File: config.mk
export PLATFORM = sky130hd
export DESIGN_NAME = debounced_hold_stopwatch_top_flat
export DESIGN_NICKNAME = d
export VERILOG_FILES = /design/src/sv/dhs_pkg.sv /design/src/sv/dhs_if.sv /design/src/sv/dhs_apb_regs.sv /design/src/sv/dhs_core.sv /design/src/sv/debounced_hold_stopwatch_top.sv /design/src/flat_wrapper.sv
export SDC_FILE = /design/constraint.sdc
export NUM_CORES = 1
export LEC_CHECK = 0
export BUFFER_PORTS_ARGS = -buffer_cell sky130_fd_sc_hd__buf_2
export CORE_MARGIN = 2
export CORE_UTILIZATION = 40
export DETAILED_ROUTE_END_ITERATION = 10
export GPL_ROUTABILITY_DRIVEN = 0
export PLACE_DENSITY = 0.58
export SYNTH_ARGS = -nofsm -noshare
export SYNTH_HDL_FRONTEND = slang
export SYNTH_SLANG_ARGS = --single-unit
File: constraint.sdc
create_clock -name i_clk -period 10.6 [get_ports i_clk]
set_input_delay 3.18 -clock i_clk [delete_from_list [all_inputs] [get_ports i_clk]]
set_output_delay 3.18 -clock i_clk [all_outputs]
set_load 0.01 [all_outputs]
File: src/sv/dhs_pkg.sv
`timescale 1ns / 1ps
// dhs_pkg: shared types, register map and helpers for the debounced hold stopwatch
// no dependencies; used by the interfaces and all modules

package dhs_pkg;

    localparam int CntW    = 16;
    localparam int SecW    = 7;
    localparam int DigitW  = 4;
    localparam int AddrW   = 4;
    localparam int DataW   = 32;

    // register byte addresses
    localparam logic [AddrW-1:0] RegDebounce = 4'h0;
    localparam logic [AddrW-1:0] RegTps      = 4'h4;
    localparam logic [AddrW-1:0] RegLimit    = 4'h8;

    localparam logic [CntW-1:0] DebounceReset = 16'd20;
    localparam logic [CntW-1:0] TpsReset      = 16'd1000;
    localparam logic [SecW-1:0] LimitReset    = 7'd99;
    localparam logic [CntW-1:0] CntMax        = 16'hFFFF;

    // reciprocal of ten, exact for all 7-bit values
    localparam logic [7:0] RecipTen  = 8'd205;
    localparam int         RecipSh   = 11;

    typedef struct packed {
        logic [CntW-1:0] debounce_ticks;
        logic [CntW-1:0] ticks_per_second;
        logic [SecW-1:0] seconds_limit;
    } t_cfg;

    typedef struct packed {
        logic              running;
        logic [SecW-1:0]   seconds_count;
        logic [DigitW-1:0] tens_digit;
        logic [DigitW-1:0] ones_digit;
        logic              second_event;
        logic              switch_event;
    } t_result;

    function automatic logic [DigitW-1:0] tens_of(input logic [SecW-1:0] v);
        logic [SecW+7:0] prod;
        begin
            prod = {8'd0, v} * {{SecW{1'b0}}, RecipTen};
            tens_of = DigitW'(prod >> RecipSh);
        end
    endfunction

    function automatic logic [DigitW-1:0] ones_of(input logic [SecW-1:0] v);
        logic [SecW-1:0] tens10;
        begin
            tens10 = SecW'({tens_of(v), 3'b000}) + SecW'({tens_of(v), 1'b0});
            ones_of = DigitW'(v - tens10);
        end
    endfunction

endpackage

File: src/sv/dhs_if.sv
`timescale 1ns / 1ps
// dhs_tick_if / dhs_result_if: valid/ready channels for tick items and result items
// depends on dhs_pkg

interface dhs_tick_if;
    logic valid;
    logic ready;
    logic switch_level;

    modport source (output valid, output switch_level, input ready);
    modport sink   (input valid, input switch_level, output ready);
endinterface

interface dhs_result_if;
    logic                        valid;
    logic                        ready;
    logic                        running;
    logic [dhs_pkg::SecW-1:0]    seconds_count;
    logic [dhs_pkg::DigitW-1:0]  tens_digit;
    logic [dhs_pkg::DigitW-1:0]  ones_digit;
    logic                        second_event;
    logic                        switch_event;

    modport source (output valid, output running, output seconds_count, output tens_digit,
                    output ones_digit, output second_event, output switch_event,
                    input ready);
    modport sink   (input valid, input running, input seconds_count, input tens_digit,
                    input ones_digit, input second_event, input switch_event,
                    output ready);
endinterface

File: src/sv/dhs_apb_regs.sv
`timescale 1ns / 1ps
// dhs_apb_regs: apb configuration registers (debounce, ticks per second, limit)
// depends on dhs_pkg

module dhs_apb_regs (
    input  logic                        i_clk,
    input  logic                        i_rst_n,
    input  logic                        psel,
    input  logic                        penable,
    input  logic                        pwrite,
    input  logic [dhs_pkg::AddrW-1:0]   paddr,
    input  logic [dhs_pkg::DataW-1:0]   pwdata,
    output logic [dhs_pkg::DataW-1:0]   prdata,
    output logic                        pready,
    output dhs_pkg::t_cfg               o_cfg
);

    dhs_pkg::t_cfg r_cfg;
    logic          wr_en;

    assign pready = 1'b1;
    assign wr_en  = psel && penable && pwrite;
    assign o_cfg  = r_cfg;

    always_ff @(posedge i_clk) begin
        if (!i_rst_n) begin
            r_cfg.debounce_ticks   <= dhs_pkg::DebounceReset;
            r_cfg.ticks_per_second <= dhs_pkg::TpsReset;
            r_cfg.seconds_limit    <= dhs_pkg::LimitReset;
        end else if (wr_en) begin
            case (paddr)
                dhs_pkg::RegDebounce: begin
                    r_cfg.debounce_ticks <= pwdata[dhs_pkg::CntW-1:0];
                end
                dhs_pkg::RegTps: begin
                    r_cfg.ticks_per_second <= pwdata[dhs_pkg::CntW-1:0];
                end
                dhs_pkg::RegLimit: begin
                    r_cfg.seconds_limit <= pwdata[dhs_pkg::SecW-1:0];
                end
                default: begin
                end
            endcase
        end
    end

    always_comb begin
        case (paddr)
            dhs_pkg::RegDebounce: prdata = {16'd0, r_cfg.debounce_ticks};
            dhs_pkg::RegTps:      prdata = {16'd0, r_cfg.ticks_per_second};
            dhs_pkg::RegLimit:    prdata = {25'd0, r_cfg.seconds_limit};
            default:              prdata = '0;
        endcase
    end

endmodule

File: src/sv/dhs_core.sv
`timescale 1ns / 1ps
// dhs_core: debounce and stopwatch state, next-state and result logic for one tick
// depends on dhs_pkg

module dhs_core (
    input  logic               i_clk,
    input  logic               i_rst_n,
    input  dhs_pkg::t_cfg      i_cfg,
    input  logic               i_advance,
    input  logic               i_level,
    output dhs_pkg::t_result   o_result
);

    logic                        r_raw_level,    n_raw_level;
    logic                        r_stable_level, n_stable_level;
    logic [dhs_pkg::CntW-1:0]    r_stable_cnt,   n_stable_cnt;
    logic                        r_timing,       n_timing;
    logic [dhs_pkg::CntW-1:0]    r_sub,          n_sub;
    logic [dhs_pkg::SecW-1:0]    r_sec,          n_sec;

    logic                        sw_ev;
    logic                        sec_ev;
    logic [dhs_pkg::CntW:0]      sub_inc;

    always_comb begin
        n_raw_level    = r_raw_level;
        n_stable_level = r_stable_level;
        n_stable_cnt   = r_stable_cnt;
        n_timing       = r_timing;
        n_sub          = r_sub;
        n_sec          = r_sec;
        sw_ev          = 1'b0;
        sec_ev         = 1'b0;
        sub_inc        = {1'b0, r_sub} + 1'b1;

        // debounce
        if (i_level != r_raw_level) begin
            n_raw_level  = i_level;
            n_stable_cnt = '0;
        end else begin
            if (r_stable_cnt != dhs_pkg::CntMax) begin
                n_stable_cnt = r_stable_cnt + 1'b1;
            end
            if (r_stable_level != r_raw_level && n_stable_cnt >= i_cfg.debounce_ticks) begin
                n_stable_level = r_raw_level;
                sw_ev          = 1'b1;
            end
        end

        // accumulate with the flag held before this tick
        if (r_timing) begin
            if (sub_inc >= {1'b0, i_cfg.ticks_per_second}) begin
                n_sub  = '0;
                sec_ev = 1'b1;
                if (r_sec < i_cfg.seconds_limit) begin
                    n_sec = r_sec + 1'b1;
                end
            end else begin
                n_sub = sub_inc[dhs_pkg::CntW-1:0];
            end
        end

        // debounced edge: press clears seconds, release clears sub-second count
        if (sw_ev) begin
            n_timing = n_stable_level;
            if (n_stable_level) begin
                n_sec = '0;
            end else begin
                n_sub = '0;
            end
        end
    end

    always_ff @(posedge i_clk) begin
        if (!i_rst_n) begin
            r_raw_level    <= 1'b0;
            r_stable_level <= 1'b0;
            r_stable_cnt   <= '0;
            r_timing       <= 1'b0;
            r_sub          <= '0;
            r_sec          <= '0;
        end else if (i_advance) begin
            r_raw_level    <= n_raw_level;
            r_stable_level <= n_stable_level;
            r_stable_cnt   <= n_stable_cnt;
            r_timing       <= n_timing;
            r_sub          <= n_sub;
            r_sec          <= n_sec;
        end
    end

    always_comb begin
        o_result.running       = n_timing;
        o_result.seconds_count = n_sec;
        o_result.tens_digit    = dhs_pkg::tens_of(n_sec);
        o_result.ones_digit    = dhs_pkg::ones_of(n_sec);
        o_result.second_event  = sec_ev;
        o_result.switch_event  = sw_ev;
    end

    // timing always mirrors the debounced level
    a_timing_follows_stable: assert property (@(posedge i_clk) disable iff (!i_rst_n)
        r_timing == r_stable_level)
        else $error("timing flag differs from debounced level");

    // sub-second count sits at zero while stopped
    a_sub_idle_zero: assert property (@(posedge i_clk) disable iff (!i_rst_n)
        !r_timing |-> (r_sub == '0))
        else $error("sub-second count nonzero while stopped");

    // debounced level only moves to the raw level
    a_stable_to_raw: assert property (@(posedge i_clk) disable iff (!i_rst_n)
        (r_stable_level != $past(r_stable_level)) |-> (r_stable_level == r_raw_level))
        else $error("debounced level changed away from raw level");

    // seconds only step by one or clear
    a_sec_step: assert property (@(posedge i_clk) disable iff (!i_rst_n)
        (r_sec != $past(r_sec)) |->
            (r_sec == '0 || r_sec == dhs_pkg::SecW'($past(r_sec) + 1'b1)))
        else $error("seconds value jumped");

endmodule

File: src/sv/debounced_hold_stopwatch_top.sv
`timescale 1ns / 1ps
// debounced_hold_stopwatch_top: tick input register, core update, result register
// a tick is held in the input register, its result in the result register
// throughput: one tick transaction per cycle while the result sink is ready
// reset: synchronous active-low; clears valid and core state, config to 20/1000/99
// depends on dhs_pkg, dhs_if, dhs_apb_regs, dhs_core

module debounced_hold_stopwatch_top (
    input  logic                        i_clk,
    input  logic                        i_rst_n,
    // configuration port
    input  logic                        psel,
    input  logic                        penable,
    input  logic                        pwrite,
    input  logic [dhs_pkg::AddrW-1:0]   paddr,
    input  logic [dhs_pkg::DataW-1:0]   pwdata,
    output logic [dhs_pkg::DataW-1:0]   prdata,
    output logic                        pready,
    // streams
    dhs_tick_if.sink                    i_tick,
    dhs_result_if.source                o_result
);

    dhs_pkg::t_cfg    cfg;
    dhs_pkg::t_result core_res;

    // input stage
    logic             r_in_valid;
    logic             r_in_level;
    // result stage
    logic             r_out_valid;
    dhs_pkg::t_result r_out;

    logic             out_free;   // result stage can take a new transaction
    logic             advance;    // input stage moves through the core this cycle
    logic             in_ready;

    dhs_apb_regs u_regs (
        .i_clk   (i_clk),
        .i_rst_n (i_rst_n),
        .psel    (psel),
        .penable (penable),
        .pwrite  (pwrite),
        .paddr   (paddr),
        .pwdata  (pwdata),
        .prdata  (prdata),
        .pready  (pready),
        .o_cfg   (cfg)
    );

    // the core state advances exactly once per tick, when it hands its result on
    dhs_core u_core (
        .i_clk     (i_clk),
        .i_rst_n   (i_rst_n),
        .i_cfg     (cfg),
        .i_advance (advance),
        .i_level   (r_in_level),
        .o_result  (core_res)
    );

    assign out_free = !r_out_valid || o_result.ready;
    assign advance  = r_in_valid && out_free;
    // input stage takes a new tick when empty or draining this cycle
    assign in_ready = !r_in_valid || out_free;

    assign i_tick.ready = in_ready;

    // input register: valid is control, level is payload
    always_ff @(posedge i_clk) begin
        if (!i_rst_n) begin
            r_in_valid <= 1'b0;
        end else if (in_ready) begin
            r_in_valid <= i_tick.valid;
        end
    end

    always_ff @(posedge i_clk) begin
        if (in_ready && i_tick.valid) begin
            r_in_level <= i_tick.switch_level;
        end
    end

    // result register: holds a finished result until the sink takes it
    always_ff @(posedge i_clk) begin
        if (!i_rst_n) begin
            r_out_valid <= 1'b0;
        end else if (out_free) begin
            r_out_valid <= r_in_valid;
        end
    end

    always_ff @(posedge i_clk) begin
        if (advance) begin
            r_out <= core_res;
        end
    end

    assign o_result.valid         = r_out_valid;
    assign o_result.running       = r_out.running;
    assign o_result.seconds_count = r_out.seconds_count;
    assign o_result.tens_digit    = r_out.tens_digit;
    assign o_result.ones_digit    = r_out.ones_digit;
    assign o_result.second_event  = r_out.second_event;
    assign o_result.switch_event  = r_out.switch_event;

endmodule
File: src/flat_wrapper.sv
// flat-port wrapper written by rule: the top's interface ports become plain ports
module debounced_hold_stopwatch_top_flat 
  (i_clk, i_rst_n, psel, penable, pwrite, paddr, pwdata, prdata, pready, i_tick_valid, i_tick_switch_level, i_tick_ready, o_result_valid, o_result_running, o_result_seconds_count, o_result_tens_digit, o_result_ones_digit, o_result_second_event, o_result_switch_event, o_result_ready);
  dhs_tick_if i_tick_i ();
  dhs_result_if o_result_i ();
  input  logic i_clk;
  input  logic i_rst_n;
  input  logic psel;
  input  logic penable;
  input  logic pwrite;
  input  logic [dhs_pkg::AddrW-1:0] paddr;
  input  logic [dhs_pkg::DataW-1:0] pwdata;
  output logic [dhs_pkg::DataW-1:0] prdata;
  output logic pready;
  input wire logic [$bits(i_tick_i.valid)-1:0] i_tick_valid;
  input wire logic [$bits(i_tick_i.switch_level)-1:0] i_tick_switch_level;
  output wire logic [$bits(i_tick_i.ready)-1:0] i_tick_ready;
  output wire logic [$bits(o_result_i.valid)-1:0] o_result_valid;
  output wire logic [$bits(o_result_i.running)-1:0] o_result_running;
  output wire logic [$bits(o_result_i.seconds_count)-1:0] o_result_seconds_count;
  output wire logic [$bits(o_result_i.tens_digit)-1:0] o_result_tens_digit;
  output wire logic [$bits(o_result_i.ones_digit)-1:0] o_result_ones_digit;
  output wire logic [$bits(o_result_i.second_event)-1:0] o_result_second_event;
  output wire logic [$bits(o_result_i.switch_event)-1:0] o_result_switch_event;
  input wire logic [$bits(o_result_i.ready)-1:0] o_result_ready;
  assign i_tick_i.valid = i_tick_valid;
  assign i_tick_i.switch_level = i_tick_switch_level;
  assign i_tick_ready = i_tick_i.ready;
  assign o_result_valid = o_result_i.valid;
  assign o_result_running = o_result_i.running;
  assign o_result_seconds_count = o_result_i.seconds_count;
  assign o_result_tens_digit = o_result_i.tens_digit;
  assign o_result_ones_digit = o_result_i.ones_digit;
  assign o_result_second_event = o_result_i.second_event;
  assign o_result_switch_event = o_result_i.switch_event;
  assign o_result_i.ready = o_result_ready;
  debounced_hold_stopwatch_top u_core (.i_clk(i_clk), .i_rst_n(i_rst_n), .psel(psel), .penable(penable), .pwrite(pwrite), .paddr(paddr), .pwdata(pwdata), .prdata(prdata), .pready(pready), .i_tick(i_tick_i), .o_result(o_result_i));
endmodule
After elaboration in Yosys (flattened, before gate mapping)
Cells that the tools add are included.
- input bits: 44
- register bits: 102
- $mul: 1
- order comparisons: 3
- eq/ne operators: 5
- muxes and demuxes: 19
- reductions and logical operators: 14
- add/sub/neg operators: 5
- operator list (kind ; number):
    $mux W16 ; 7
    $pmux W16 S3 ; 1
    $mux W7 ; 5
    $add A16 B1 Y17 const B ; 1
    $ge A17 B16 Y1 ; 1
    $add A16 B1 Y16 const B ; 1
    $ge A16 B16 Y1 ; 1
    $ne A16 B16 Y1 const B ; 1
    $mul A7 B8 Y15 const B ; 1
    $reduce_and A2 Y1 ; 4
    $add A7 B1 Y7 const B ; 1
    $lt A7 B7 Y1 ; 1
    $mux W1 ; 6
    $logic_and A1 B1 Y1 ; 5
    $add A4 B4 Y4 ; 1
    $eq A4 B3 Y1 const B ; 1
    $eq A4 B4 Y1 const B ; 1
    $logic_not A4 Y1 ; 1
    $sub A4 B4 Y4 ; 1
    $logic_not A1 Y1 ; 2
    $logic_or A1 B1 Y1 ; 2
    $ne A1 B1 Y1 ; 2

Logic depth before layout (Yosys ltp)
Gate-level depths: netlist of run 1.
- word-level depth: 12
- depth in mapped cells: 36
- gate-level depth less buffers: 34

By module
From an unflattened synthesis of run 1, not the netlist that was laid out.
- cell total of the unflattened synthesis: 803
- area, all modules: 7173.1 um^2
- modules (own cells, without submodules) (module ; area each (um^2) ; sequential area each (um^2) ; times used ; cells each):
    dhs_core ; 4608.2 ; 840.8 ; 1 ; 563
    dhs_apb_regs ; 1890.6 ; 780.7 ; 1 ; 212
    debounced_hold_stopwatch_top ; 674.4 ; 610.6 ; 1 ; 28

Worst setup path after synthesis of run 1
OpenSTA, ideal clock, no wires.
- path kind: input to output
- start point: input port paddr[1] (netlist bit)
- end point: output port prdata[6] (netlist bit)
- data required time: 7.420 ns
- setup slack: 2.848 ns
- arrival: 4.572 ns
- cell stages on the path: 4
- path through: nor4b_1 -> clkbuf_1 -> a222oi_1 -> inv_1
- cells in the longest elaborated chain, start to end: 2
- ends and longest elaborated chain (element ; RTL line ; text):
    start: declaration ; flat_wrapper.sv:11 ; input logic [dhs_pkg::AddrW-1:0] paddr;
    $eq A4 B4 Y1 (tied with other cells) ; dhs_apb_regs.sv:48 ; case (paddr)
    $pmux W16 S3 (*) ; dhs_apb_regs.sv:48 ;
    end: declaration ; flat_wrapper.sv:13 ; output logic [dhs_pkg::DataW-1:0] prdata;
Mark *: on every way between the ends. The rest lies on a longest branch, timed or not.

==> results of run 1 <==
## critical path, delay by kind of cell, from the launching register on
kind / cells / cell delay (ns)
AO/OA/AOI/OAI: 10 / 2.15
multiplexers: 1 / 0.32
adder cells (fa/ha/maj): 7 / 2.33
flip-flops: 1 / 0.46
buffers and inverters: 2 / 0.14
AND/OR/NAND/NOR: 10 / 2.29
XOR/XNOR: 3 / 0.49
## Yosys cell counts (22+ instances only)
master / number
nand3_1: 22
clkbuf_1: 29
ha_1: 77
xnor2_1: 22
a21oi_1: 23
dfxtp_1: 83
o21ai_0: 28
nand2_1: 119
a22oi_1: 23
a21boi_0: 33
nor2b_1: 30
inv_1: 70
nor2_1: 32
## power groups by stage
stage          clock (mW)  combinational [mW]  sequential [mW]
6_report            0.357              0.0455            0.401
5_1_grt             0.382              0.0504            0.402
4_1_cts             0.367              0.0460            0.401
3_5_place_dp            0              0.0459            0.410
3_3_place_gp            0              0.0462            0.410
2_1_floorplan           0              0.0281            0.412
## per-stage QoR
step,utilization,setup slack (ns),std cells,hold WS (ns)
floorplan,-,2.85,822,0.456
global placement,0.432,2.27,1065,0.477
detailed placement,0.432,2.21,1065,0.481
CTS,0.451,2.18,1081,0.492
global route,0.451,1.59,1081,0.508
finish,0.451,2.16,1081,0.486
## metal layers
layer,wire [µm],part of all wire,up-vias
met5,0,0,-
met2,7310,0.44,103
li1,-,-,2877
met3,562,0.034,15
met4,201,0.012,0
met1,8460,0.51,2589
## state kept, by name, summed over array words and instances (netlist names)
| signal | cells |
|---|---|
| u_core.o_result.tens_digit | 4 |
| u_core.r_in_valid | 1 |
| u_core.o_result.second_event | 1 |
| u_core.o_result.running | 1 |
| u_core.o_result.switch_event | 1 |
| u_core.u_core.r_raw_level | 1 |
| u_core.o_result.valid | 1 |
| u_core.u_core.r_sub | 16 |
| u_core.u_core.r_stable_level | 1 |
| u_core.o_result.seconds_count | 7 |
| u_core.u_regs.o_cfg | 39 |
| u_core.u_core.r_timing | 1 |
| u_core.r_in_level | 1 |
| u_core.o_result.ones_digit | 4 |
| u_core.u_core.r_stable_cnt | 16 |
| u_core.u_core.r_sec | 7 |
## cells by family (layout without fill, tap and decap cells)
kind of cell | after synthesis | after routing
other | 2 | 17
multiplexers | 13 | 13
buffers and inverters | 121 | 155
adder cells (fa/ha/maj) | 85 | 85
AND/OR/NAND/NOR | 266 | 266
AO/OA/AOI/OAI | 181 | 181
flip-flops | 102 | 102
XOR/XNOR | 37 | 37
## area by class of cell
type                    count  area, µm²  area share
multi-input cells         599       4300       0.555
clock inverters             7       88.8      0.0115
well taps                 225        282      0.0364
clock buffers               9        225      0.0291
inverters                  71        267      0.0344
flip-flops and latches    102       2230       0.288
repair buffers             68        353      0.0456
## final timing paths
kind	slack, ns	from	cells after the start	to
setup / recovery	2.16	u_core.u_core.r_sub[2]$_SDFFE_PN0P_	33	u_core.o_result.ones_digit[3]$_DFFE_PP_
hold / removal	0.49	u_core.u_regs.o_cfg[21]$_SDFFE_PN0P_	2	u_core.u_regs.o_cfg[21]$_SDFFE_PN0P_
setup reg to reg	2.16	u_core.u_core.r_sub[2]$_SDFFE_PN0P_	33	u_core.o_result.ones_digit[3]$_DFFE_PP_
hold reg to reg	0.49	u_core.u_regs.o_cfg[21]$_SDFFE_PN0P_	2	u_core.u_regs.o_cfg[21]$_SDFFE_PN0P_
==> results by group, run 1 <==
STA
  – Clock skew: 0.00784 ns
  – Hold Fails Final Rpt: 0
  – Final worst-path cycle share: 0.796
  – TNS Setup: 0 ns
  – Slew HR: 0.248
  – RSZ-0062 raised after global routing: false
  – Max-slew violations: 0
  – Setup violators final: 0
  – Highest clock rate: 119 MHz
  – Worst slew pin tran: 1.13 ns
  – Min Tclk post-route: 8.44 ns

Worst setup path
  – CP max FO: 7
  – CP arrival: 8.55 ns
  – Worst Path Required: 10.71 ns
  – Crit-path slowest cell: dfxtp_1
  – WS Path Type: reg -> reg
  – CP startpoint kind: register
  – CP endpoint kind: register
  – Slowest cell delay on critical path: 0.46 ns

Power
  – Share of power burned in registers: 0.499
  – Internal: 0.620 mW
  – Tot Pwr: 0.804 mW
  – Comb power frac: 0.057
  – Sw Share: 0.229
  – Leakage: 3.48 nW
  – Power share of the clock group: 0.444
  – Worst VDD drop: 0.0732 mV
  – NetSw: 0.184 mW
  – Pwr Density: 104 nW/µm²

Global routing
  – Largest net degree at the start of global routing: 84
  – Vias in the first global route: 5,279
  – First-pass GRT wire length: 27.1 mm
  – Gr ovfl total: 0
  – GR peak layer: met2
  – Initial antenna violation count: 0
  – GR met1 Demand/Resource: 0.264
  – Total GRT Usage: 0.187
  – Met3 Use GR: 0.0250
  – Met2 usage in global routing: 0.300

Floorplanning
  – Die width: 136 µm
  – DIE AREA: 18,500 µm²
  – Core Area: 17,200 µm²
  – Num rows: 48
  – Initial Utilization: 0.406
  – DIE HEIGHT: 136 µm
  – Number of top-level pins: 97

Clock network
  – Root Driver: clkbuf_16
  – H-tree depth: 3
  – Clock buffer depth: 2
  – Clk Latency, worst-skew pair: 0.35 ns
  – CTS buffer count: 9
  – CTS sink count: 102
  – CTS Hold Bufs: 0
  – Postcts setup bufs: 0
  – TritonCTS clock tree: built
  – CTS resizes: 0
  – Clock-pin transition on the worst setup and hold timing paths: 0.07 ns

Logic synthesis
  – Yosys top cell area share: 0.238
  – Mapped cell area: 6970 µm²
  – Leading area contributor after synthesis: dfxtp_1
  – EDFF count, synth: 19
  – Xor and xnor area share after synthesis: 0.0465
  – Yosys Warn Count: 0
  – Synth area leaders: dfxtp_1 (24%), ha_1 (14%), edfxtp_1 (8.2%), nand2_1 (6.4%), inv_1 (3.8%)
  – Top FF cell, synth: dfxtp_1
  – Simple-gate share of the synthesized area: 0.185
  – Post-synthesis mux area share: 0.0192
  – Synthesized-area fraction occupied by adder cells: 0.161
  – Unique masters post-synth: 67
  – Synth Register Bits: 102
  – Post-synthesis compound-gate area fraction: 0.192
  – Largest family of logic cells by synthesized area: compound AO/OA/AOI/OAI gates
  – Seq/Total Area, Yosys: 0.320
  – FFs w/ async S/R, synth: 0
  – Syn Area/Cell: 8.64 µm²
  – Synthesized instance count: 807

Run status
  – Status: completed

Route
  – Antenna viol nets, final: 0
  – Post-DR wirelength/cell: 15.3 µm
  – Final WL: 16.5 mm
  – Vias per cell: 5.17
  – Drt initial violations: 420
  – Post-route DRC violation count: 0
  – Drt pass-1 iters: 5
  – DR vias: 5,584

Flow run
  – Max_cap viols: 0

Cells and area
  – Commonest non-fill, non-tap cell in the layout: nand2_1
  – Layout area overhead: 11.1%
  – Most frequent cells in the layout: nand2_1 (119), dfxtp_1 (83), ha_1 (77)
  – Design area: 7740 µm²
  – Filler cells: 1,765
  – Layout Nets: 980
  – Diode count: 0
  – Share of layout cells above drive strength 1: 0.119

Placed design
  – Hpwl dp: 12.2 mm
  – I/O Buffers: 63
  – DP Area: 7430 µm²

Hold path
  – Worst min-delay path class: reg -> reg
Power figures use the tool's default switching activity.
==> run 2: changes to the inputs <==
Settings changed: ABC_AREA set to 1, PLACE_DENSITY 0.58 to 0.6.
Clock period 10.6 ns to 7.5 ns, I/O delays scaled along.
==> run 2 against run 1 <==
Hold slack worse by 0.011 ns. Clock skew is 0.0059 ns higher. Clock power is 33% higher. Register-to-register slack worse by 1.6 ns. Largest power group unchanged. Wire length is 0.34% higher.
==> results by group, run 2 <==
Route
  – Post-DR wirelength/cell: 13.5 µm (-12%)
  – Post-route DRC violation count: 0 (unchanged)
  – Drt initial violations: 242 (-42%)
  – Antenna viol nets, final: 0 (unchanged)
  – Drt pass-1 iters: 5 (unchanged)
  – DR vias: 5,957 (+6.7%)
  – Vias per cell: 4.86 (-5.9%)
  – Final WL: 16.6 mm (+0.34%)

Clock network
  – TritonCTS clock tree: built
  – H-tree depth: 3 (unchanged)
  – CTS sink count: 102 (unchanged)
  – Clock buffer depth: 2 (unchanged)
  – Clock-pin transition on the worst setup and hold timing paths: 0.08 ns (about the same)
  – Root Driver: clkbuf_16
  – Clk Latency, worst-skew pair: 0.37 ns (+0.02 ns)
  – CTS Hold Bufs: 0 (unchanged)
  – CTS buffer count: 9 (unchanged)

Worst setup path
  – Critical path depth: 41 (+24%)
  – End of the worst register-to-register path: u_core.o_result.ones_digit[3]$_DFFE_PP_
  – CP endpoint kind: register
  – Worst Path Required: 7.62 ns (-3.09 ns)
  – Slowest cell delay on critical path: 0.48 ns (+0.02 ns)
  – WP buf/inv: 7 (+5)
  – Crit path from: u_core.u_core.r_sub[0]$_SDFFE_PN0P_
  – WS Path Type: reg -> reg
  – Crit-path slowest cell: fa_1
  – Reg-to-reg startpoint: u_core.u_core.r_sub[0]$_SDFFE_PN0P_
  – Cell mode on critical path: nand2_1
  – CP startpoint kind: register
  – Top Family by Delay on Critical Path: adder cells
  – CP arrival: 7.10 ns (-1.45 ns)
  – CP max FO: 6 (-1)
  – R2R setup slack: 0.52 ns (-1.64 ns)
  – R2R depth: 41 (+24%)

Placed design
  – Setup slack after placement: 0.357 ns (-1.85 ns)
  – DP Area: 7480 µm² (+0.72%)
  – Post-Place Cells: 1,209 (+14%)
  – Hpwl dp: 12.8 mm (+4.5%)
  – I/O Buffers: 63 (unchanged)

Floorplanning
  – DIE AREA: 18,500 µm² (+0.20%)
  – Initial Utilization: 0.407 (+0.000801)
  – Core Area: 17,200 µm² (unchanged)
  – DIE HEIGHT: 136 µm (about the same)
  – Die width: 136 µm (about the same)
  – Num rows: 48 (unchanged)
  – Number of top-level pins: 97 (unchanged)

STA
  – Hold Fails Final Rpt: 0 (unchanged)
  – Final worst-path cycle share: 0.930 (+0.134)
  – Slew HR: 0.280 (+0.0318)
  – RSZ-0062 raised after global routing: false
  – Min Tclk post-route: 6.98 ns (-1.46 ns)
  – Clock skew: 0.0137 ns (+0.00585 ns)
  – TNS Setup: 0 ns (unchanged)
  – Post-route setup slack: 0.521 ns (-1.64 ns)
  – Highest clock rate: 143 MHz (+21%)
  – Worst slew pin tran: 1.08 ns (-0.0488 ns)
  – Setup violators final: 0 (unchanged)
  – Max-slew violations: 0 (unchanged)

Logic synthesis
  – Top-count cell post-synth: nand2_1
  – Top FF cell, synth: dfxtp_1
  – Synth Register Bits: 102 (unchanged)
  – Seq/Total Area, Yosys: 0.320 (-0.000631)
  – FFs w/ async S/R, synth: 0 (unchanged)
  – Yosys Warn Count: 0 (unchanged)
  – Post-synth top cells: nand2_1 (195), inv_1 (149), a21oi_1 (106), dfxtp_1 (83), ha_1 (77)
  – Syn Area/Cell: 7.44 µm² (-14%)
  – Leading area contributor after synthesis: dfxtp_1
  – EDFF count, synth: 19 (unchanged)
  – Yosys top cell area share: 0.238 (-0.000470)
  – Synth area leaders: dfxtp_1 (24%), ha_1 (14%), nand2_1 (10%), edfxtp_1 (8.2%), inv_1 (8.0%)
  – Mapped cell area: 6980 µm² (+0.20%)
  – Unique masters post-synth: 41 (-39%)
  – Synthesized instance count: 939 (+16%)

Global routing
  – Total GRT Usage: 0.186 (-0.000581)
  – Initial antenna violation count: 0 (unchanged)
  – First-pass GRT wire length: 27.2 mm (+0.28%)
  – Gr ovfl total: 0 (unchanged)
  – Largest net degree at the start of global routing: 49 (-42%)
  – Vias in the first global route: 5,423 (+2.7%)

Cells and area
  – Filler cells: 1,810 (+2.5%)
  – Max reg flops: 39 (unchanged)
  – Commonest non-fill, non-tap cell in the layout: nand2_1
  – Layout area overhead: 11.8%
  – Final std cells w/o fill: 1,226 (+13%)
  – Share of layout cells above drive strength 1: 0.123 (+0.00372)
  – Most frequent cells in the layout: nand2_1 (195), inv_1 (148), a21oi_1 (105)
  – Design area: 7810 µm² (+0.84%)
  – Diode count: 0 (unchanged)
  – Layout Nets: 1,125 (+15%)

Power
  – Worst VDD drop: 0.137 mV (+88%)
  – Pwr Density: 163 nW/µm² (+57%)
  – Leakage: 3.80 nW (+9.2%)

Hold path
  – Min-delay src: u_core.u_core.r_stable_cnt[2]$_SDFFE_PN0P_
  – Hold Path Cell Cnt: 2 (unchanged)
  – Worst min-delay path class: reg -> reg
  – WHS Endpoint: u_core.u_core.r_stable_cnt[2]$_SDFFE_PN0P_

Run status
  – Status: completed

Flow run
  – Max_cap viols: 0 (unchanged)
-- run 2: worst register-to-register path, delay by kind of cell, from the launching register on --
| family | cells | cell delay, ns |
|---|---|---|
| adder cells (fa/ha/maj) | 8 | 2.67 |
| AND/OR/NAND/NOR | 19 | 2.04 |
| XOR/XNOR | 4 | 0.71 |
| buffers and inverters | 7 | 0.55 |
| AO/OA/AOI/OAI | 3 | 0.41 |
| flip-flops | 1 | 0.38 |
-- run 2: cell families after synthesis --
logic type      share of synthesized area
flops                               0.320
simple gates                        0.203
compound gates                      0.166
other cells                       0.00108
xor+xnor                           0.0326
buf+inv                             0.117
fa+ha+maj                           0.161
-- run 2: area by class of cell --
cell class,count,area [µm²],share of cell area
sequential,102,2230,0.286
clock inverter,7,65.1,0.00833
inverter,159,597,0.0764
clock buffer,9,225,0.0288
timing repair buffer,73,390,0.0500
multi-input combinational,651,4020,0.514
tap,225,282,0.0361
-- run 2: metal layers --
metal / GRT usage / share of wire / vias to the layer above
met4: 0.0422 / 0.011 / 0
met5: 0 / 0 / -
met1: 0.255 / 0.49 / 2690
li1: - / - / 3171
met3: 0.0410 / 0.034 / 13
met2: 0.300 / 0.47 / 83
-- run 2: repair_timing --
item,in CTS,in global routing
buffers inserted,0,1
gates resized for setup,0,7
setup endpoints to repair,0,1
-- run 2: worst max-delay path by stage --
stage	end
detailed placement	u_core.o_result.ones_digit[3]$_DFFE_PP_
finish	u_core.o_result.ones_digit[3]$_DFFE_PP_
global route	u_core.o_result.ones_digit[3]$_DFFE_PP_
global placement	u_core.o_result.ones_digit[3]$_DFFE_PP_
floorplan	u_core.o_result.ones_digit[3]$_DFFE_PP_
CTS	u_core.o_result.ones_digit[3]$_DFFE_PP_
-- run 2: power breakdown --
| part | switching [mW] | internal (mW) |
|---|---|---|
| combinational | 0.138 | 0.0769 |
| sequential | 0.00782 | 0.575 |
| clock | 0.241 | 0.234 |
-- run 2: metrics by stage --
stage / total power [mW] / hold WS, ns / util
2_1_floorplan: 0.752 / 0.445 / -
3_3_place_gp: 0.807 / 0.457 / 0.436
3_5_place_dp: 0.808 / 0.462 / 0.436
4_1_cts: 1.29 / 0.474 / 0.453
5_1_grt: 1.35 / 0.493 / 0.455
6_report: 1.27 / 0.475 / 0.455
